**config.mk**
```make
export PLATFORM = sky130hd
export DESIGN_NAME = byte_budget_lru_cache_unit
export DESIGN_NICKNAME = d
export VERILOG_FILES = /design/src/hdl/bblc_pkg.sv /design/src/hdl/bblc_ctrl.sv /design/src/hdl/bblc_dp.sv /design/src/hdl/byte_budget_lru_cache_unit.sv
export VERILOG_INCLUDE_DIRS = /design/src /design/src/hdl
export SDC_FILE = /design/constraint.sdc
export NUM_CORES = 2
export LEC_CHECK = 0
export ABC_AREA = 0
export BUFFER_PORTS_ARGS = -buffer_cell sky130_fd_sc_hd__buf_4
export CORE_ASPECT_RATIO = 1.75
export CORE_MARGIN = 1.5
export CORE_UTILIZATION = 45
export DETAILED_ROUTE_END_ITERATION = 8
export GPL_TIMING_DRIVEN = 0
export PLACE_DENSITY = 0.71
export SLEW_MARGIN = 20
export SYNTH_ARGS = -nofsm -noshare
export SYNTH_HDL_FRONTEND = slang
export SYNTH_SLANG_ARGS = --single-unit
```
**constraint.sdc**
```tcl
create_clock -name clk -period 14.9 [get_ports clk]
set_clock_uncertainty 0.2 [all_clocks]
set_input_delay 2.98 -clock clk [delete_from_list [all_inputs] [get_ports clk]]
set_output_delay 2.98 -clock clk [all_outputs]
set_load 0.01 [all_outputs]
```
**src/hdl/assert_macros.svh**
```systemverilog
// Assertion helper macros for the cache unit.
`ifndef ASSERT_MACROS_SVH
`define ASSERT_MACROS_SVH
// Check an implication on every clock edge outside reset.
`define CHK_IMPL(label, clk, rst_n, ante, cons, msg) \
  label: assert property (@(posedge clk) disable iff (!rst_n) (ante) |-> (cons)) \
    else $error(msg);
// Check that the consequent holds in the cycle after the antecedent.
`define CHK_NEXT(label, clk, rst_n, ante, cons, msg) \
  label: assert property (@(posedge clk) disable iff (!rst_n) (ante) |=> (cons)) \
    else $error(msg);
`endif

```
**src/hdl/bblc_pkg.sv**
```systemverilog
// ----------------------------------------------------------------------------
// bblc_pkg
// Types, constants and command structs for the byte budget LRU cache.
// ----------------------------------------------------------------------------
package bblc_pkg;
  localparam int ENTRIES = 16;
  localparam int IDX_W = $clog2(ENTRIES);
  localparam int CNT_W = $clog2(ENTRIES + 1);
  localparam int BYTES_W = 26;
  localparam int TAG_W = 32;
  localparam logic [BYTES_W-1:0] HARD_LIMIT = 26'd33554432;
  localparam logic [BYTES_W-1:0] BUDGET_RESET = 26'd33554432;

  typedef enum logic [1:0] {
    OUT_HIT = 2'd0, OUT_INSERTED = 2'd1, OUT_TOO_LARGE = 2'd2, OUT_DECODE_FAIL = 2'd3
  } outcome_t;

  typedef struct packed {
    logic [TAG_W-1:0] key_tag;
    logic [BYTES_W-1:0] entry_bytes;
    logic decode_ok;
  } in_item_t;

  typedef struct packed {
    logic [1:0] outcome;
    logic [4:0] evicted_count;
    logic [BYTES_W-1:0] used_bytes;
    logic [BYTES_W-1:0] peak_bytes;
    logic [4:0] entry_count;
  } out_item_t;

  typedef enum logic [2:0] {
    ST_IDLE, ST_LOOKUP, ST_EVICT, ST_INSERT, ST_DONE
  } state_t;

  // Controller to datapath commands.
  typedef struct packed {
    logic load;
    logic do_hit;
    logic do_evict;
    logic do_insert;
    logic emit;
    logic [1:0] outcome;
  } dp_cmd_t;

  // Datapath to controller status.
  typedef struct packed {
    logic hit;
    logic decode_ok;
    logic too_large;
    logic need_evict;
  } dp_stat_t;
endpackage

```
**src/hdl/bblc_ctrl.sv**
```systemverilog
// ----------------------------------------------------------------------------
// bblc_ctrl
// Request sequencer: lookup, evict loop, insert, result strobe.
// ----------------------------------------------------------------------------
module bblc_ctrl import bblc_pkg::*; (
  input  logic     clk,
  input  logic     rst_n,
  input  logic     start,
  output logic     busy,
  input  dp_stat_t stat,
  output dp_cmd_t  cmd
);
  state_t state_r, state_nxt;
  logic [1:0] oc_r, oc_nxt;

  // Hold state.
  always_ff @(posedge clk) begin
    if (!rst_n) begin
      state_r <= ST_IDLE;
      oc_r <= OUT_HIT;
    end else begin
      state_r <= state_nxt;
      oc_r <= oc_nxt;
    end
  end

  // Sequence one request.
  always_comb begin
    state_nxt = state_r;
    oc_nxt = oc_r;
    cmd = '0;
    cmd.outcome = oc_r;
    busy = (state_r != ST_IDLE);
    unique case (state_r)
      ST_IDLE: begin
        if (start) begin
          cmd.load = 1'b1;
          state_nxt = ST_LOOKUP;
        end
      end
      ST_LOOKUP: begin
        if (stat.hit) begin
          cmd.do_hit = 1'b1;
          oc_nxt = OUT_HIT;
          state_nxt = ST_DONE;
        end else if (!stat.decode_ok) begin
          oc_nxt = OUT_DECODE_FAIL;
          state_nxt = ST_DONE;
        end else if (stat.too_large) begin
          oc_nxt = OUT_TOO_LARGE;
          state_nxt = ST_DONE;
        end else begin
          oc_nxt = OUT_INSERTED;
          state_nxt = ST_EVICT;
        end
      end
      ST_EVICT: begin
        if (stat.need_evict) cmd.do_evict = 1'b1;
        else state_nxt = ST_INSERT;
      end
      ST_INSERT: begin
        cmd.do_insert = 1'b1;
        state_nxt = ST_DONE;
      end
      ST_DONE: begin
        cmd.emit = 1'b1;
        state_nxt = ST_IDLE;
      end
      default: state_nxt = ST_IDLE;
    endcase
  end
endmodule

```
**src/hdl/bblc_dp.sv**
```systemverilog
// ----------------------------------------------------------------------------
// bblc_dp
// Entry table, recency ranks, byte totals and result register.
// ----------------------------------------------------------------------------
module bblc_dp import bblc_pkg::*; (
  input  logic               clk,
  input  logic               rst_n,
  input  in_item_t           in_data,
  input  logic               cfg_we,
  input  logic [BYTES_W-1:0] cfg_data,
  input  dp_cmd_t            cmd,
  output dp_stat_t           stat,
  output logic               out_strobe,
  output out_item_t          out_data
);
  logic [ENTRIES-1:0] valid_r, valid_nxt;
  logic [TAG_W-1:0]   tag_r  [ENTRIES];
  logic [BYTES_W-1:0] size_r [ENTRIES];
  logic [IDX_W-1:0]   rank_r [ENTRIES];
  logic [BYTES_W-1:0] total_r, peak_r, budget_r;
  logic [CNT_W-1:0]   count_r;
  logic [4:0]         evict_r;
  in_item_t           req_r;
  logic               strobe_r;
  out_item_t          out_r;

  logic [BYTES_W-1:0] eff_budget;
  logic               hit_c;
  logic [IDX_W-1:0]   hit_idx_c, old_idx_c, free_idx_c;
  logic [BYTES_W:0]   sum_c;

  assign eff_budget = (budget_r < HARD_LIMIT) ? budget_r : HARD_LIMIT;
  assign sum_c = {1'b0, total_r} + {1'b0, req_r.entry_bytes};

  // Match tag, find the least recent entry and a free slot.
  always_comb begin
    hit_c = 1'b0;
    hit_idx_c = '0;
    old_idx_c = '0;
    free_idx_c = '0;
    for (int i = ENTRIES - 1; i >= 0; i--) begin
      if (valid_r[i] && tag_r[i] == req_r.key_tag) begin
        hit_c = 1'b1;
        hit_idx_c = IDX_W'(i);
      end
      if (valid_r[i] && {1'b0, rank_r[i]} == count_r - CNT_W'(1)) old_idx_c = IDX_W'(i);
      if (!valid_r[i]) free_idx_c = IDX_W'(i);
    end
  end

  assign stat.hit = hit_c;
  assign stat.decode_ok = req_r.decode_ok;
  assign stat.too_large = req_r.entry_bytes > eff_budget;
  assign stat.need_evict = (count_r != '0) &&
                           ((sum_c > {1'b0, eff_budget}) || (count_r == CNT_W'(ENTRIES)));

  // Update control state.
  always_comb begin
    valid_nxt = valid_r;
    if (cmd.do_evict) valid_nxt[old_idx_c] = 1'b0;
    if (cmd.do_insert) valid_nxt[free_idx_c] = 1'b1;
  end

  always_ff @(posedge clk) begin
    if (!rst_n) begin
      valid_r <= '0;
      total_r <= '0;
      peak_r <= '0;
      count_r <= '0;
      budget_r <= BUDGET_RESET;
      strobe_r <= 1'b0;
    end else begin
      valid_r <= valid_nxt;
      strobe_r <= cmd.emit;
      if (cfg_we) budget_r <= cfg_data;
      if (cmd.do_evict) begin
        total_r <= total_r - size_r[old_idx_c];
        count_r <= count_r - CNT_W'(1);
      end
      if (cmd.do_insert) begin
        total_r <= sum_c[BYTES_W-1:0];
        count_r <= count_r + CNT_W'(1);
        if (sum_c[BYTES_W-1:0] > peak_r) peak_r <= sum_c[BYTES_W-1:0];
      end
    end
  end

  // Capture request, ranks, result.
  always_ff @(posedge clk) begin
    if (cmd.load) begin
      req_r <= in_data;
      evict_r <= '0;
    end
    if (cmd.do_evict) evict_r <= evict_r + 5'd1;
    for (int i = 0; i < ENTRIES; i++) begin
      if (cmd.do_hit && valid_r[i] && rank_r[i] < rank_r[hit_idx_c])
        rank_r[i] <= rank_r[i] + IDX_W'(1);
      if (cmd.do_insert && valid_r[i]) rank_r[i] <= rank_r[i] + IDX_W'(1);
    end
    if (cmd.do_hit) rank_r[hit_idx_c] <= '0;
    if (cmd.do_insert) begin
      tag_r[free_idx_c] <= req_r.key_tag;
      size_r[free_idx_c] <= req_r.entry_bytes;
      rank_r[free_idx_c] <= '0;
    end
    if (cmd.emit) begin
      out_r.outcome <= cmd.outcome;
      out_r.evicted_count <= evict_r;
      out_r.used_bytes <= total_r;
      out_r.peak_bytes <= peak_r;
      out_r.entry_count <= 5'(count_r);
    end
  end

  assign out_strobe = strobe_r;
  assign out_data = out_r;
endmodule

```
**src/hdl/byte_budget_lru_cache_unit.sv**
```systemverilog
// ----------------------------------------------------------------------------
// byte_budget_lru_cache_unit
// LRU cache of 16 variable-sized entries under a clamped byte budget.
// ----------------------------------------------------------------------------
// A request is taken when start is high and busy is low. Its result appears
// on out_data with out_strobe, high for a single cycle; the receiver cannot
// stall, so it must take every strobe. A hit, a decode failure or a too-large
// miss goes from lookup to the done state; an insert runs the evict loop, one
// eviction per cycle while the entry does not fit or the table is full, then
// the insert state. The budget register may be written whenever busy is low.
`include "assert_macros.svh"
module byte_budget_lru_cache_unit import bblc_pkg::*; (
  input  logic               clk,
  input  logic               rst_n,
  input  logic               start,
  output logic               busy,
  input  in_item_t           in_data,
  output logic               out_strobe,
  output out_item_t          out_data,
  input  logic               cfg_valid,
  output logic               cfg_ready,
  input  logic [BYTES_W-1:0] cfg_data
);
  dp_cmd_t  cmd;
  dp_stat_t stat;

  assign cfg_ready = 1'b1;

  bblc_ctrl u_ctrl (
    .clk(clk), .rst_n(rst_n), .start(start), .busy(busy), .stat(stat), .cmd(cmd)
  );

  bblc_dp u_dp (
    .clk(clk), .rst_n(rst_n), .in_data(in_data), .cfg_we(cfg_valid && cfg_ready),
    .cfg_data(cfg_data), .cmd(cmd), .stat(stat), .out_strobe(out_strobe),
    .out_data(out_data)
  );

  `CHK_NEXT(a_start_busy, clk, rst_n, start && !busy, busy, "accepted start did not raise busy")
  `CHK_IMPL(a_strobe_idle, clk, rst_n, out_strobe, !busy, "result strobe while busy")
  `CHK_IMPL(a_count_range, clk, rst_n, out_strobe, out_data.entry_count <= 5'd16, "bad count")
endmodule

```
==> impl_metrics.toml <==
[power]
pwr_density_cell_mw_per_mm2 = 108
intPower_mw = 5.51
seqPwrFrac = 0.533
p_sw_mw = 1.77
p_leak_nw = 22.9
ir_worst_vdd_mv = 0.105
swShare = 0.244
pwr-share-comb = 0.069
clockPowerShare = 0.399

[sta]
finalMaxSlewViolations = 0
tightest_slew_ns = 1.36
hold_viol = 0
finalSetupViolations = 0
rsz0062_at_grt = "false"
period_needed_ns = 10.77
fmax_ghz = 0.0928
maxSlewHeadroom = 0.0907
setup_tns_ns = 0
post-route-period-util = 0.723

[worst_setup_path]
crit_slowest_cell = "buf_1"
cp-end-kind = "register"
crit_type = "register to register"
start_kind = "register"
crit_path_max_incr_delay_ns = 0.73
critPathMaxFanout = 10
cp.arrival_ns = 11.14
cp.required_ns = 15.27

[logic_synthesis]
syn_nets = 4883
ys.flop_type = "edfxtp_1"
synth.distinct_cells = 83
muxShareOfSynthArea = 0.0491
synth_top_family_by_area = "simple AND/OR/NAND/NOR gates"
yosysSeqAreaShare = 0.594
synth-simple-area-share = 0.114
yosys_warnings = 0
synth-edff-count = 1056
syn-mean-instance-area_um2 = 12.9
synth_area_mm2 = 0.0591
synth_xor_area_frac = 0.0929
yosys.area_share.adder = 0.0424
synthArstFlopShare = 0
synth_compound_area_frac = 0.0803
synthCells = 4595
ys_ff_latch = 1225

[routing]
first_pass_iters = 6
vias_per_cell = 6.20
ant_nets = 0
drt_wl_total_um = 201000
drc = 0
wl_per_cell_um = 30.0
drtIter0Drc = 4386
vias = 41561

[floorplanning]
rows = 175
die_w_um = 277
coreArea_mm2 = 0.130
die_h_um = 482
start_util = 0.454
io_pins = 156
dieArea_mm2 = 0.134

[worst_hold_path]
hold_class = "register to register"

[status]
status = "finished clean"

[global_route]
grt_pass1_wl_um = 281000
grt_pass1_vias = 41094
grt_util_all_layers = 0.295
overflow = 0
grt_max_degree = 38
antenna_found_initial = 5

[placement]
routabilityCongestion = 1.01
dp_cells = 6489
io_buffers = 153
dp_hpwl_um = 142000

[clock_tree]
clock_latency_ns = 0.78
cts_resized = 0
cts_setup_buffers = 0
cts_tree = "done"
cts.clk_slew.worst_paths_ns = 0.07
cts.sinks = 1225
cts_hold_buf = 0
cts_htree_levels = 3
root_buffer = "clkbuf_16"
cts_buffers = 110
clk_path_buf_depth = 3

[finish]
area_delta_synth_final_pct = 14.1
final_layout_size_suffix_gt1_frac = 0.120
fin_nets = 5212
instances_no_fill = 6698
fill_cells = 11014

[job]
drv_cap = 0
==> synthesized netlist by cell type, drive strengths merged, types with 12 or more instances <==
cell type | count | area share
clkbuf | 115 | 0.0073
nand4b | 26 | 0.0039
ha | 197 | 0.042
o21ai | 81 | 0.0069
nor3 | 108 | 0.0091
mux2i | 222 | 0.038
o211ai | 28 | 0.0036
nor2b | 107 | 0.011
or4 | 21 | 0.0027
mux2 | 40 | 0.0077
a211oi | 97 | 0.012
and2 | 19 | 0.0020
o21a | 36 | 0.0046
nor2 | 197 | 0.013
a21o | 28 | 0.0036
a22o | 14 | 0.0021
xor2 | 406 | 0.060
a211o | 22 | 0.0033
nor4b | 17 | 0.0025
edfxtp | 1056 | 0.54
nor4 | 180 | 0.019
o311ai | 12 | 0.0018
nand3b | 13 | 0.0017
or2 | 20 | 0.0021
a31oi | 28 | 0.0030
dfxtp | 169 | 0.057
nand3 | 136 | 0.012
a21oi | 162 | 0.014
buf | 128 | 0.014
o21bai | 26 | 0.0033
a221oi | 17 | 0.0025
nand2b | 28 | 0.0030
and3 | 23 | 0.0024
inv | 102 | 0.0065
nand4 | 130 | 0.014
nand2 | 191 | 0.012
o41a | 15 | 0.0029
xnor2 | 221 | 0.033
==> metal layers <==
metal / up-vias / part of all wire / GRT usage
met4: 2 / 0.098 / 0.258
met5: - / 0.000075 / 0
met1: 20339 / 0.33 / 0.313
li1: 18104 / - / -
met3: 772 / 0.080 / 0.0450
met2: 2344 / 0.49 / 0.512
==> stage by stage <==
step	utilization	instance area (um2)	worst slack, ns	hold WS (ns)	power (mW)
2_1_floorplan	-	59100	7.44	0.206	4.16
3_3_place_gp	0.479	62300	3.92	0.221	4.41
3_5_place_dp	0.490	63700	4.25	0.235	4.43
4_1_cts	0.518	67300	4.20	0.252	7.28
5_1_grt	0.518	67400	3.41	0.265	7.43
6_report	0.518	67400	4.13	0.254	7.28
==> final cells by class <==
| class | instances | area (um2) | area share |
|---|---|---|---|
| Antenna cell | 2 | 5.00 | 0.0000742 |
| Multi-Input combinational cell | 3021 | 22500 | 0.334 |
| Sequential cell | 1225 | 35100 | 0.520 |
| Clock inverter | 68 | 717 | 0.0106 |
| Timing Repair Buffer | 217 | 2410 | 0.0358 |
| Clock buffer | 135 | 2920 | 0.0433 |
| Tap cell | 1681 | 2100 | 0.0312 |
| Buffer | 243 | 1240 | 0.0183 |
| Inverter | 106 | 405 | 0.00601 |
==> sequential cells by signal, indices dropped and copies added (netlist names), 3 cells and up <==
register	cells
u_dp.out_data	64
u_dp.rank_r	64
u_dp.valid_r	16
u_dp.total_r	26
u_dp.size_r	416
u_dp.budget_r	26
u_dp.peak_r	26
u_dp.req_r	58
u_dp.tag_r	512
u_ctrl.state_r	3
u_dp.count_r	5
u_dp.evict_r	5
==> worst max-delay path: cells and delay by family (launching register included) <==
kind                       cells  cell delay (ns)
adders and majority gates      2             0.72
buffers and inverters          9             3.90
and+or+nand+nor                6             1.12
DFF                            1             0.36
AOI/OAI and AO/OA             15             3.87
xor gates and xnor gates       2             0.40
==> power groups by stage <==
stage	registers, mW	logic (mW)	clock network, mW
after floorplan	3.88	0.279	0
after global placement	3.96	0.448	0
after detailed placement	3.95	0.479	0
after CTS	3.88	0.482	2.92
after global routing	3.87	0.524	3.03
final	3.88	0.499	2.90
==> cells by family after synthesis <==
| group | after synthesis |
|---|---|
| buffers and inverters | 349 |
| flip-flops | 1225 |
| adder cells (fa/ha/maj) | 199 |
| XOR/XNOR | 627 |
| AND/OR/NAND/NOR | 1244 |
| multiplexers | 272 |
| other | 1 |
| AO/OA/AOI/OAI | 678 |
==> path summary, 6_finish.rpt <==
kind	startpoint	to	slack (ns)	cells after the start
worst max register to register	u_dp.count_r[0]	u_dp.total_r[25]	4.13	34
worst min register to register	u_ctrl.oc_r[0]	u_dp.out_data[62]	0.25	0
worst min-delay path	u_ctrl.oc_r[0]	u_dp.out_data[62]	0.25	0
worst max-delay path	u_dp.count_r[0]	u_dp.total_r[25]	4.13	34
==> layout by cell type (no fill, tap or decap), types with 28 or more instances in the layout <==
cell,instances
inv_1,99
xor2_1,406
dfxtp_1,169
edfxtp_1,1056
nor4_1,176
nand4_1,130
nor2b_1,107
nand3_1,136
nand2b_1,28
o21ai_0,73
a21o_1,28
xnor2_1,220
ha_1,197
clkbuf_1,135
nor3_1,108
mux2_2,30
mux2i_1,222
a21oi_1,161
o21a_1,36
a211oi_1,97
nor2_1,182
buf_2,63
buf_4,181
o211ai_1,28
clkbuf_16,113
nand2_1,191
(Power assumes the default switching activity.)
